--- config.mk ---
export PLATFORM = sky130hd
export DESIGN_NAME = rational_arith_reduce
export DESIGN_NICKNAME = d
export VERILOG_FILES = /design/src/rtl/rar_pkg.sv /design/src/rtl/rational_arith_reduce.sv
export SDC_FILE = /design/constraint.sdc
export NUM_CORES = 2
export LEC_CHECK = 0
export ABC_AREA = 1
export CAP_MARGIN = 20
export CORE_ASPECT_RATIO = 1.25
export CORE_UTILIZATION = 35
export CTS_CLUSTER_DIAMETER = 50
export DETAILED_ROUTE_END_ITERATION = 6
export DONT_BUFFER_PORTS = 1
export SYNTH_ARGS = -nofsm -noshare
export SYNTH_HDL_FRONTEND = slang
export SYNTH_SLANG_ARGS = --single-unit
--- constraint.sdc ---
create_clock -name clk -period 10.8 [get_ports clk]
set_input_delay 1.62 -clock clk [delete_from_list [all_inputs] [get_ports clk]]
set_output_delay 1.62 -clock clk [all_outputs]
set_load 0.005 [all_outputs]
--- src/rtl/rar_pkg.sv ---
// Package for the rational fraction arithmetic block: widths, opcodes,
// sign/magnitude helpers and the microcode program of the sequencer.
// Depends on nothing; used by rtl/rational_arith_reduce.sv.
package rar_pkg;

	// Operand width of the numerator and denominator fields.
	localparam int OPERAND_WIDTH = 16;
	// Products and the cross-multiplied sum fit in twice the operand width.
	localparam int WIDE_W = 2 * OPERAND_WIDTH;
	localparam int KW = $clog2(WIDE_W);
	localparam int CW = $clog2(WIDE_W);
	localparam int NUM_OUT_W = 33;
	localparam int DEN_OUT_W = 31;
	// Working width for forming the signed result before it is cut to the ports.
	localparam int XW = (WIDE_W + 1 > NUM_OUT_W) ? WIDE_W + 1 : NUM_OUT_W;
	localparam int PC_W = 4;

	localparam logic [1:0] OP_ADD = 2'd0;
	localparam logic [1:0] OP_SUB = 2'd1;
	localparam logic [1:0] OP_MUL = 2'd2;
	localparam logic [1:0] OP_DIV = 2'd3;

	// Datapath actions.
	localparam logic [3:0] ACT_NOP          = 4'd0;
	localparam logic [3:0] ACT_LD_DEN       = 4'd1;
	localparam logic [3:0] ACT_LD_NUM       = 4'd2;
	localparam logic [3:0] ACT_ADD_NUM      = 4'd3;
	localparam logic [3:0] ACT_GCD_INIT     = 4'd4;
	localparam logic [3:0] ACT_GCD_STEP     = 4'd5;
	localparam logic [3:0] ACT_SHL_G        = 4'd6;
	localparam logic [3:0] ACT_DIV_INIT_NUM = 4'd7;
	localparam logic [3:0] ACT_DIV_STEP     = 4'd8;
	localparam logic [3:0] ACT_DIV_INIT_DEN = 4'd9;
	localparam logic [3:0] ACT_OUT_LOAD     = 4'd10;
	localparam logic [3:0] ACT_OUT_ERR      = 4'd11;

	// Multiplier operand pairs.
	localparam logic [1:0] M_NUM1 = 2'd0;
	localparam logic [1:0] M_NUM2 = 2'd1;
	localparam logic [1:0] M_DEN  = 2'd2;

	// Jump conditions.
	localparam logic [2:0] C_NEVER    = 3'd0;
	localparam logic [2:0] C_ALWAYS   = 3'd1;
	localparam logic [2:0] C_IDLE     = 3'd2;
	localparam logic [2:0] C_OP_MD    = 3'd3;
	localparam logic [2:0] C_DEN_ZERO = 3'd4;
	localparam logic [2:0] C_GCD_BUSY = 3'd5;
	localparam logic [2:0] C_K_NZ     = 3'd6;
	localparam logic [2:0] C_DIV_BUSY = 3'd7;

	// Step addresses of the program.
	localparam logic [PC_W-1:0] S_WAIT     = 4'd0;
	localparam logic [PC_W-1:0] S_MUL_DEN  = 4'd1;
	localparam logic [PC_W-1:0] S_MUL_N1   = 4'd2;
	localparam logic [PC_W-1:0] S_MUL_N2   = 4'd3;
	localparam logic [PC_W-1:0] S_ADD      = 4'd4;
	localparam logic [PC_W-1:0] S_GCD_INIT = 4'd5;
	localparam logic [PC_W-1:0] S_GCD      = 4'd6;
	localparam logic [PC_W-1:0] S_SHL      = 4'd7;
	localparam logic [PC_W-1:0] S_DIVN_INI = 4'd8;
	localparam logic [PC_W-1:0] S_DIVN     = 4'd9;
	localparam logic [PC_W-1:0] S_DIVD_INI = 4'd10;
	localparam logic [PC_W-1:0] S_DIVD     = 4'd11;
	localparam logic [PC_W-1:0] S_OUT      = 4'd12;
	localparam logic [PC_W-1:0] S_ERR      = 4'd13;

	typedef struct packed {
		logic            neg;
		logic [OPERAND_WIDTH-1:0] mag;
	} smag_t;

	typedef struct packed {
		logic [3:0]      act;
		logic [1:0]      msel;
		logic [2:0]      cond;
		logic [PC_W-1:0] target;
	} ctrl_t;

	// Two's complement to sign and magnitude; the most negative value maps to
	// its exact magnitude, which still fits the unsigned field.
	function automatic smag_t to_smag(input logic [OPERAND_WIDTH-1:0] raw);
		smag_t r;
		r.neg = raw[OPERAND_WIDTH-1];
		r.mag = r.neg ? (~raw + 1'b1) : raw;
		return r;
	endfunction

	function automatic ctrl_t cw(input logic [3:0] act, input logic [1:0] msel,
			input logic [2:0] cond, input logic [PC_W-1:0] target);
		ctrl_t c;
		c.act    = act;
		c.msel   = msel;
		c.cond   = cond;
		c.target = target;
		return c;
	endfunction

	// The program. A step jumps to its target when its condition holds and
	// otherwise falls through to the next step.
	function automatic ctrl_t ucode(input logic [PC_W-1:0] pc);
		ctrl_t c;
		unique case (pc)
			S_WAIT:     c = cw(ACT_NOP,          M_DEN,  C_IDLE,     S_WAIT);
			S_MUL_DEN:  c = cw(ACT_NOP,          M_DEN,  C_NEVER,    S_WAIT);
			S_MUL_N1:   c = cw(ACT_LD_DEN,       M_NUM1, C_NEVER,    S_WAIT);
			S_MUL_N2:   c = cw(ACT_LD_NUM,       M_NUM2, C_OP_MD,    S_GCD_INIT);
			S_ADD:      c = cw(ACT_ADD_NUM,      M_DEN,  C_NEVER,    S_WAIT);
			S_GCD_INIT: c = cw(ACT_GCD_INIT,     M_DEN,  C_DEN_ZERO, S_ERR);
			S_GCD:      c = cw(ACT_GCD_STEP,     M_DEN,  C_GCD_BUSY, S_GCD);
			S_SHL:      c = cw(ACT_SHL_G,        M_DEN,  C_K_NZ,     S_SHL);
			S_DIVN_INI: c = cw(ACT_DIV_INIT_NUM, M_DEN,  C_NEVER,    S_WAIT);
			S_DIVN:     c = cw(ACT_DIV_STEP,     M_DEN,  C_DIV_BUSY, S_DIVN);
			S_DIVD_INI: c = cw(ACT_DIV_INIT_DEN, M_DEN,  C_NEVER,    S_WAIT);
			S_DIVD:     c = cw(ACT_DIV_STEP,     M_DEN,  C_DIV_BUSY, S_DIVD);
			S_OUT:      c = cw(ACT_OUT_LOAD,     M_DEN,  C_ALWAYS,   S_WAIT);
			S_ERR:      c = cw(ACT_OUT_ERR,      M_DEN,  C_ALWAYS,   S_WAIT);
			default:    c = cw(ACT_NOP,          M_DEN,  C_ALWAYS,   S_WAIT);
		endcase
		return c;
	endfunction

endpackage

--- src/rtl/rational_arith_reduce.sv ---
// Top level of the rational fraction arithmetic block: a microcoded
// sequencer over one multiplier, a binary GCD unit and a bit-serial divider.
// Depends on rtl/rar_pkg.sv.

// The block takes two signed fractions a_num/a_den and b_num/b_den and an
// opcode (add, subtract, multiply, divide) in one input beat and returns one
// output beat: the result reduced to lowest terms with a positive
// denominator, the sign carried by res_num. When the unreduced denominator is
// zero, div_zero is set and the result reads 0/0. A numerator of zero gives
// 0/1. Work is done by a short program in a read-only table, one control
// word per clock unless the output step stalls, driving a shared multiplier,
// a binary GCD unit that does one subtract-and-halve per clock, and a
// restoring divider that produces one quotient bit per clock. After the
// accepting edge one item goes through the multiplication steps (with an
// extra add step for add and subtract), the GCD start, the GCD search, the
// steps that restore the common factors of two, the two divisions by the
// GCD over WIDE_W = 32 bits and the load of the output register. A zero raw
// denominator skips the reduction and goes straight to the error output.
// One item is in flight at a time; in_ready is high while the sequencer
// waits at its first step, and the next item is accepted while the previous
// result still waits in the output register for out_ready.
module rational_arith_reduce
	import rar_pkg::*;
(
	input  logic                            clk,
	input  logic                            arst_n,
	input  logic                            in_valid,
	output logic                            in_ready,
	input  logic [1:0]                      opcode,
	input  logic signed [OPERAND_WIDTH-1:0] a_num,
	input  logic signed [OPERAND_WIDTH-1:0] a_den,
	input  logic signed [OPERAND_WIDTH-1:0] b_num,
	input  logic signed [OPERAND_WIDTH-1:0] b_den,
	output logic                            out_valid,
	input  logic                            out_ready,
	output logic signed [NUM_OUT_W-1:0]     res_num,
	output logic [DEN_OUT_W-1:0]            res_den,
	output logic                            div_zero
);

	// Sequencer state.
	logic [PC_W-1:0] pc_q;
	ctrl_t           ctrl;
	logic            take;
	logic            hold;
	logic            out_free;
	logic            out_valid_q;

	// Operands, latched at the accepted input beat.
	logic [1:0] op_q;
	smag_t      an_q, ad_q, bn_q, bd_q;

	// Multiplier and working registers.
	smag_t              mx, my;
	logic [WIDE_W-1:0]  prod_q;
	logic               prod_neg_q;
	logic               num_neg_q, den_neg_q;
	logic [WIDE_W-1:0]  num_mag_q, den_mag_q;
	logic [WIDE_W-1:0]  u_q, v_q;
	logic [KW-1:0]      k_q;
	logic [WIDE_W-1:0]  rem_q, quo_q;
	logic [CW-1:0]      cnt_q;

	// Output register.
	logic signed [NUM_OUT_W-1:0] res_num_q;
	logic [DEN_OUT_W-1:0]        res_den_q;
	logic                        div_zero_q;

	logic              add_sign;
	logic              gcd_busy;
	logic [WIDE_W:0]   rem_sh;
	logic [WIDE_W:0]   rem_diff;
	logic              res_neg;
	logic [XW-1:0]     num_x;
	logic [XW-1:0]     den_x;

	assign ctrl     = ucode(pc_q);
	assign in_ready = (pc_q == S_WAIT);
	assign out_free = !out_valid_q || out_ready;
	// The output steps stall until the output register is free.
	assign hold     = ((ctrl.act == ACT_OUT_LOAD) || (ctrl.act == ACT_OUT_ERR)) && !out_free;
	assign gcd_busy = (u_q != '0) && (v_q != '0);

	always_comb begin
		case (ctrl.cond)
			C_NEVER:    take = 1'b0;
			C_ALWAYS:   take = 1'b1;
			C_IDLE:     take = !in_valid;
			C_OP_MD:    take = (op_q == OP_MUL) || (op_q == OP_DIV);
			C_DEN_ZERO: take = (den_mag_q == '0);
			C_GCD_BUSY: take = gcd_busy;
			C_K_NZ:     take = (k_q != '0);
			C_DIV_BUSY: take = (cnt_q != CW'(WIDE_W - 1));
			default:    take = 1'b0;
		endcase
	end

	always_ff @(posedge clk or negedge arst_n) begin
		if (!arst_n) begin
			pc_q <= S_WAIT;
		end else if (!hold) begin
			pc_q <= take ? ctrl.target : pc_q + 1'b1;
		end
	end

	// Operand selection for the shared multiplier. Multiply takes a_num*b_num
	// for its numerator, divide takes a_den*b_num for its denominator.
	always_comb begin
		mx = ad_q;
		my = bd_q;
		case (ctrl.msel)
			M_NUM1: begin
				mx = an_q;
				my = (op_q == OP_MUL) ? bn_q : bd_q;
			end
			M_NUM2: begin
				mx = bn_q;
				my = ad_q;
			end
			M_DEN: begin
				mx = ad_q;
				my = (op_q == OP_DIV) ? bn_q : bd_q;
			end
			default: begin
				mx = ad_q;
				my = bd_q;
			end
		endcase
	end

	// Subtract adds the second cross product with its sign flipped.
	assign add_sign = prod_neg_q ^ (op_q == OP_SUB);

	// One restoring division step: shift in the next dividend bit and
	// subtract the divisor when it fits.
	assign rem_sh   = {rem_q, quo_q[WIDE_W-1]};
	assign rem_diff = rem_sh - {1'b0, u_q};

	// Final sign: negative only when the signs differ and the value is nonzero.
	assign res_neg = (num_neg_q != den_neg_q) && (num_mag_q != '0);
	assign num_x   = res_neg ? (XW'(0) - XW'(num_mag_q)) : XW'(num_mag_q);
	assign den_x   = XW'(quo_q);

	always_ff @(posedge clk) begin
		if (in_valid && in_ready) begin
			op_q <= opcode;
			an_q <= to_smag(a_num);
			ad_q <= to_smag(a_den);
			bn_q <= to_smag(b_num);
			bd_q <= to_smag(b_den);
		end

		prod_q     <= WIDE_W'(mx.mag) * WIDE_W'(my.mag);
		prod_neg_q <= mx.neg ^ my.neg;

		case (ctrl.act)
			ACT_LD_DEN: begin
				den_mag_q <= prod_q;
				den_neg_q <= prod_neg_q;
			end
			ACT_LD_NUM: begin
				num_mag_q <= prod_q;
				num_neg_q <= prod_neg_q;
			end
			ACT_ADD_NUM: begin
				if (num_neg_q == add_sign) begin
					num_mag_q <= num_mag_q + prod_q;
				end else if (num_mag_q >= prod_q) begin
					num_mag_q <= num_mag_q - prod_q;
				end else begin
					num_mag_q <= prod_q - num_mag_q;
					num_neg_q <= add_sign;
				end
			end
			ACT_GCD_INIT: begin
				u_q <= num_mag_q;
				v_q <= den_mag_q;
				k_q <= '0;
			end
			ACT_GCD_STEP: begin
				// Binary GCD; the result ends up in u_q with the common
				// factors of two counted in k_q.
				if (u_q == '0) begin
					u_q <= v_q;
				end else if (v_q == '0) begin
					u_q <= u_q;
				end else if (!u_q[0] && !v_q[0]) begin
					u_q <= u_q >> 1;
					v_q <= v_q >> 1;
					k_q <= k_q + 1'b1;
				end else if (!u_q[0]) begin
					u_q <= u_q >> 1;
				end else if (!v_q[0]) begin
					v_q <= v_q >> 1;
				end else if (u_q >= v_q) begin
					u_q <= (u_q - v_q) >> 1;
				end else begin
					v_q <= (v_q - u_q) >> 1;
				end
			end
			ACT_SHL_G: begin
				if (k_q != '0) begin
					u_q <= u_q << 1;
					k_q <= k_q - 1'b1;
				end
			end
			ACT_DIV_INIT_NUM: begin
				quo_q <= num_mag_q;
				rem_q <= '0;
				cnt_q <= '0;
			end
			ACT_DIV_STEP: begin
				cnt_q <= cnt_q + 1'b1;
				if (!rem_diff[WIDE_W]) begin
					rem_q <= rem_diff[WIDE_W-1:0];
					quo_q <= {quo_q[WIDE_W-2:0], 1'b1};
				end else begin
					rem_q <= rem_sh[WIDE_W-1:0];
					quo_q <= {quo_q[WIDE_W-2:0], 1'b0};
				end
			end
			ACT_DIV_INIT_DEN: begin
				num_mag_q <= quo_q;
				quo_q     <= den_mag_q;
				rem_q     <= '0;
				cnt_q     <= '0;
			end
			default: begin
			end
		endcase

		if (ctrl.act == ACT_OUT_LOAD && out_free) begin
			res_num_q  <= num_x[NUM_OUT_W-1:0];
			res_den_q  <= den_x[DEN_OUT_W-1:0];
			div_zero_q <= 1'b0;
		end else if (ctrl.act == ACT_OUT_ERR && out_free) begin
			res_num_q  <= '0;
			res_den_q  <= '0;
			div_zero_q <= 1'b1;
		end
	end

	always_ff @(posedge clk or negedge arst_n) begin
		if (!arst_n) begin
			out_valid_q <= 1'b0;
		end else if ((ctrl.act == ACT_OUT_LOAD || ctrl.act == ACT_OUT_ERR) && out_free) begin
			out_valid_q <= 1'b1;
		end else if (out_ready) begin
			out_valid_q <= 1'b0;
		end
	end

	assign out_valid = out_valid_q;
	assign res_num   = res_num_q;
	assign res_den   = res_den_q;
	assign div_zero  = div_zero_q;

	// An accepted beat starts the program, so the input side closes at once.
	a_busy_after_accept: assert property (@(posedge clk) disable iff (!arst_n)
		(in_valid && in_ready) |=> !in_ready)
		else $error("input still ready after accepting a beat");

	a_err_zero: assert property (@(posedge clk) disable iff (!arst_n)
		(out_valid && div_zero) |-> (res_num == '0 && res_den == '0))
		else $error("error result is not zero over zero");

	a_den_nonzero: assert property (@(posedge clk) disable iff (!arst_n)
		(out_valid && !div_zero) |-> (res_den != '0))
		else $error("valid result with zero denominator");

	a_gcd_operands: assert property (@(posedge clk) disable iff (!arst_n)
		(ctrl.act == ACT_GCD_STEP) |-> (u_q != '0 || v_q != '0))
		else $error("GCD running on two zero operands");

	a_rem_bound: assert property (@(posedge clk) disable iff (!arst_n)
		(ctrl.act == ACT_DIV_STEP) |-> (rem_q < u_q))
		else $error("divider remainder not below divisor");

endmodule

* Yosys cells after proc, flatten, opt, wreduce, memory -nomap -nowiden
Memories as Yosys holds them, arrays and structs flattened.
Cells that the tools add are included.
** Storage, ports and cells
- Memory bits (read-only) :: 208
- Bits in registers :: 377
- Memories kept :: 1
** Memories
- (name not given) :: words 16, bits a word 13, read ports 1, clocked after memory_dff 0, write ports 0, line rar_pkg.sv:103 : unique case (pc)
** Cells by class
- Equal/unequal tests :: 37
- Bitwise operators :: 6
- Mux-type cells :: 48
- Reduce and logical (&&, ||, !) cells :: 41
- Magnitude comparators :: 2
- $add $sub $neg :: 15
- Multipliers :: 1
** Operators by type and width (number)
- 32-bit two-way mux :: 16
- 32-bit case mux with 3 select lines :: 3
- 32-bit case mux with 2 select lines :: 2
- 32-bit subtractor :: 4
- 33-bit two-way mux :: 3
- 32-bit logical NOT :: 3
- 32-bit nonzero test :: 3
- 16-bit by 1-bit adder with 16-bit output (second input constant) :: 4
- 32-bit greater-or-equal comparator :: 2
- 16-bit inverter :: 4
- 31-bit two-way mux :: 2
- 15-bit two-way mux :: 4
- 17-bit case mux with 3 select lines :: 1
- 17-bit two-way mux :: 2
- 17-bit case mux with 2 select lines :: 1
- 1-bit by 32-bit subtractor with 33-bit output (first input constant) :: 1
- 33-bit by 32-bit subtractor with 33-bit output :: 1
- 32-bit adder :: 1
- 16-bit by 16-bit multiplier with 32-bit output :: 1
- 5-bit two-way mux :: 4
- 4-bit by 3-bit equality test with 1-bit output (second input constant) :: 4
- 4-bit equality test (second input constant) :: 4
- 5-bit != test (second input constant) :: 3
- 5-bit case mux with 3 select lines :: 1
- 34 further kinds :: 76

* Longest topological paths before layout
- Word-level depth :: 8
- Mapped depth :: 34

* Worst setup path before layout
OpenSTA, ideal clock, no wires.
- Kind :: input-to-reg
- From :: in in_valid
- To :: reg ad_q[0] (netlist bit), enable pin
- Data arrival time :: 6.405 ns
- Required time :: 10.216 ns
- Setup time :: 0.584 ns
- Path slack :: 3.812 ns
- Cell stages on the path :: 2
- Path buffers :: 0
- Path through :: inv_1 > nor3_1
** Between the ends
- Longest elaborated chain between the ends :: 1
** Ends and longest elaborated chain
- start: declaration :: line rational_arith_reduce.sv:27 : input logic in_valid,
- 1-bit logical AND :: line rational_arith_reduce.sv:145 : if (in_valid && in_ready) begin
- end signal: assignment :: line rational_arith_reduce.sv:148 : ad_q <= to_smag(a_den);
- end: declaration :: line rational_arith_reduce.sv:51 : smag_t an_q, ad_q, bn_q, bd_q;
No other way between the ends.
A chain may end at the register's enable or synchronous reset.

* Worst setup path in the final report
- From :: reg pc_q[1]
- To :: reg prod_q[24]
** Between the ends
- Longest elaborated chain between the ends :: 4
- Elaborated cells on any way between the ends :: 7
** Ends and longest elaborated chain
- start: declaration :: line rational_arith_reduce.sv:42 : logic [PC_W-1:0] pc_q;
- start signal: assignment :: line rational_arith_reduce.sv:102 : pc_q <= take ? ctrl.target : pc_q + 1'b1;
- memory read 16 x 13 bit *
- 2-bit equality test, or another cell as far along :: line rational_arith_reduce.sv:111 : case (ctrl.msel)
- 17-bit case mux with 3 select lines or 17-bit case mux with 2 select lines (tied branches) :: line rational_arith_reduce.sv:111
- 16-bit by 16-bit multiplier with 32-bit output * :: line rational_arith_reduce.sv:153 : prod_q <= WIDE_W'(mx.mag) * WIDE_W'(my.mag);
- end signal: assignment :: line rational_arith_reduce.sv:153
- end: declaration :: line rational_arith_reduce.sv:55 : logic [WIDE_W-1:0] prod_q;
Mark *: on every way between the ends. The rest lies on a longest branch, timed or not.

==> results.md <==
* Run status: finished with violations
* Violated checks: DRC
* Top FF cell, synth: edfxtp_1
* Final TNS setup at 0 ns
* DR vias at 37,930
* Share of layout cells above drive strength 1 at 4.198%
* Max cap viols at 0
* Endpoints failing setup at 0
* Initial antenna violation count at 1
* CTS Hold Buffers Added at 0
* PortBufs at 0
* CTS root buffer: clkbuf_16
* Worst skew pair latency at 0.67 ns
* Asr flop ratio synth at 1.326%
* Clock sinks at 377
* CTS tree: built
* Core area at 116,700 um2
* Final Hold Viols at 0
* Min Tclk post-route at 8.425 ns
* Global placement routability congestion at 1.021
* Cells after Synth at 5,789
* Total CTS buffers at 60
* Critical Path AT at 8.97 ns
* Seq/Total Area, Yosys at 26.61%
* TritonRoute pass-1 iters at 7
* Register bit total from synthesis at 377
* Distinct cells, synth at 60
* Post-DR vias/cell at 5.177
* Post-synthesis cell area at 41,170 um2
* Initial Util at 35.29%
* Vias in the first global route at 38,570
* Worst Skew at 0.02451 ns
* Net count after synthesis at 6,372
* Starting DRT DRC Count at 3,186
* Post-CTS Setup Repair Bufs at 0
* HPWL reported at the end of detailed placement at 126,700 um
* Layout area overhead at 8.417%
* Grt ovf at 0
* IO Pins at 137
* Critical Path Fanout Max at 34
* Hold path cells at 0
* Post-CTS sizing at 0
* Relative max-transition margin at 26.75%
* Clock Tree Buf Depth at 3
* Global-route wire length before repair at 230,300 um
* Drt total wl at 153,800 um
* Die Wd at 308.8 um
* Ys Warns at 0
* Final period util at 78.01%
* Top-count cell post-synth: nand2_1
* Final #Nets at 6,296
* RSZ-0062 raised after global routing: false
* CP Capture Type: flop
* FILL cells at 12,450
* Overall routing resource usage at 25.79%
* Fmax at 118.7 MHz
* CTS H-tree lvls at 2
* # rows at 140
* Worst Hold Class: flop to flop
* Startpoint types: flop
* Worst-margin pin slew at 1.099 ns
* Top-area cell type share of the netlist area at 24.65%
* Syn_area_per_cell at 7.113 um2
* Path depth of the worst reg2reg path at 23
* Commonest cells in the netlist: 1,624 x nand2_1, 1,098 x inv_1, 511 x nor2_1
* Post-synth top area cell: edfxtp_1
* Largest net degree at the start of global routing at 71
* DRC Markers at 1
* DRT antenna net count at 0
* Req. time, crit path at 11.34 ns
* Fin. max-slew vios at 0
* Die H at 385.5 um
* Post-synth EDFFs at 338
* Die area at 119,000 um2
* Main area contributors after synthesis: edfxtp_1 25%, nand2_1 15%, inv_1 10%
* CTS clk-pin slew, worst paths at 0.06 ns
* WL/cell at 20.99 um
* Setup CP Type: flop to flop
==> area by class of cell <==
| cell class | instances | area (um2) | area share (%) |
|---|---|---|---|
| Clock inverter | 51 | 593.1 | 1.329 |
| Tap cell | 1562 | 1954 | 4.378 |
| Timing Repair Buffer | 37 | 297.8 | 0.6671 |
| Multi-Input combinational cell | 4118 | 25130 | 56.28 |
| Antenna cell | 1 | 2.502 | 0.005606 |
| Sequential cell | 377 | 10960 | 24.54 |
| Inverter | 1119 | 4203 | 9.415 |
| Clock buffer | 62 | 1509 | 3.380 |
==> worst max-delay path, stage by stage, from the launching register on <==
cell	delay, ns
dfrtp_1	0.50
ha_1	0.28
ha_1	0.42
inv_1	0.23
nor2_4	0.70
a22oi_1	0.21
nand2_1	0.62
nand2_1	0.19
fa_1	0.57
inv_1	0.06
fa_1	0.56
fa_1	0.44
fa_1	0.49
fa_1	0.51
inv_1	0.05
fa_1	0.47
inv_1	0.04
ha_1	0.34
nand2_1	0.12
nor4_1	0.69
nand4_1	0.22
nand3_1	0.29
a21oi_1	0.13
xnor2_1	0.14
==> per-layer routing <==
| layer | global-route usage (%) | vias to the layer above | wire length, um |
|---|---|---|---|
| li1 | - | 18230 | - |
| met2 | 47.02 | 1183 | 78040 |
| met1 | 27.61 | 18080 | 56950 |
| met5 | 0 | - | 0 |
| met3 | 2.802 | 433 | 6676 |
| met4 | 18.36 | 0 | 12160 |
==> through the flow <==
step                      cell area (um2)  cells  hold slack (ns)  utilization (%)  worst slack (ns)
after floorplan                     41170   5789           0.4082                -             3.812
after global placement              42490   7210           0.4798            36.42             2.728
after detailed placement            42490   7210           0.4791            36.42             2.530
after CTS                           44600   7323           0.4790            38.23             2.471
after global routing                44640   7326           0.5081            38.26             2.066
final                               44640   7327           0.4775            38.26             2.375
==> cells by family after synthesis <==
family | count (synthesis) | share of synthesized area [%]
AND/OR/NAND/NOR | 2585 | 25.58
buffers and inverters | 1294 | 12.47
adder cells (fa/ha/maj) | 513 | 19.25
flip-flops | 377 | 26.61
XOR/XNOR | 192 | 4.084
AO/OA/AOI/OAI | 828 | 12.00
==> final timing paths <==
| path | endpoint | slack [ns] | start |
|---|---|---|---|
| setup / recovery | prod_q[24] | 2.37 | pc_q[1] |
| hold / removal | den_neg_q | 0.48 | prod_neg_q |
| hold reg to reg | den_neg_q | 0.48 | prod_neg_q |
| setup reg to reg | prod_q[24] | 2.37 | pc_q[1] |
| max in group asynchronous | pc_q[2] | 10.09 | arst_n |
| min in group asynchronous | pc_q[1] | 0.64 | arst_n |
==> sequential cells by signal (all words and copies together), names as in the netlist <==
register,count
ad_q,17
res_den,31
bd_q,17
v_q,32
cnt_q,5
num_neg_q,1
op_q,2
res_num,33
num_mag_q,32
an_q,17
den_mag_q,32
out_valid,1
bn_q,17
prod_q,32
den_neg_q,1
rem_q,32
quo_q,32
k_q,5
prod_neg_q,1
u_q,32
pc_q,4
div_zero,1
==> placed cells by master (no fill, tap or decap), types with 9 or more instances in the layout <==
master / synthesis / layout
dfxtp_1: 34 / 34
o21a_1: 9 / 9
nand3_1: 240 / 239
clkbuf_16: 0 / 60
a21oi_1: 360 / 360
inv_1: 1098 / 1096
fa_1: 201 / 201
a22oi_1: 23 / 23
a21o_1: 18 / 18
nand2_1: 1624 / 1623
xnor2_1: 33 / 33
a31oi_1: 10 / 10
inv_8: 0 / 14
nor3_1: 57 / 56
or2_2: 9 / 9
xor2_1: 159 / 158
o22ai_1: 61 / 61
o21ai_1: 26 / 26
inv_6: 0 / 12
o21ai_0: 194 / 194
buf_4: 21 / 34
o21bai_1: 19 / 19
nor4_1: 19 / 19
edfxtp_1: 338 / 338
inv_2: 20 / 21
nand2_2: 14 / 14
ha_1: 312 / 312
o211ai_1: 12 / 12
o221ai_1: 32 / 32
a221oi_2: 10 / 10
a21boi_0: 23 / 23
nand4_1: 81 / 81
nor2_1: 511 / 509
Power is left out: the tool's default activity adds up to more than one toggle a clock period on the data nets, which glitch-free logic cannot reach.
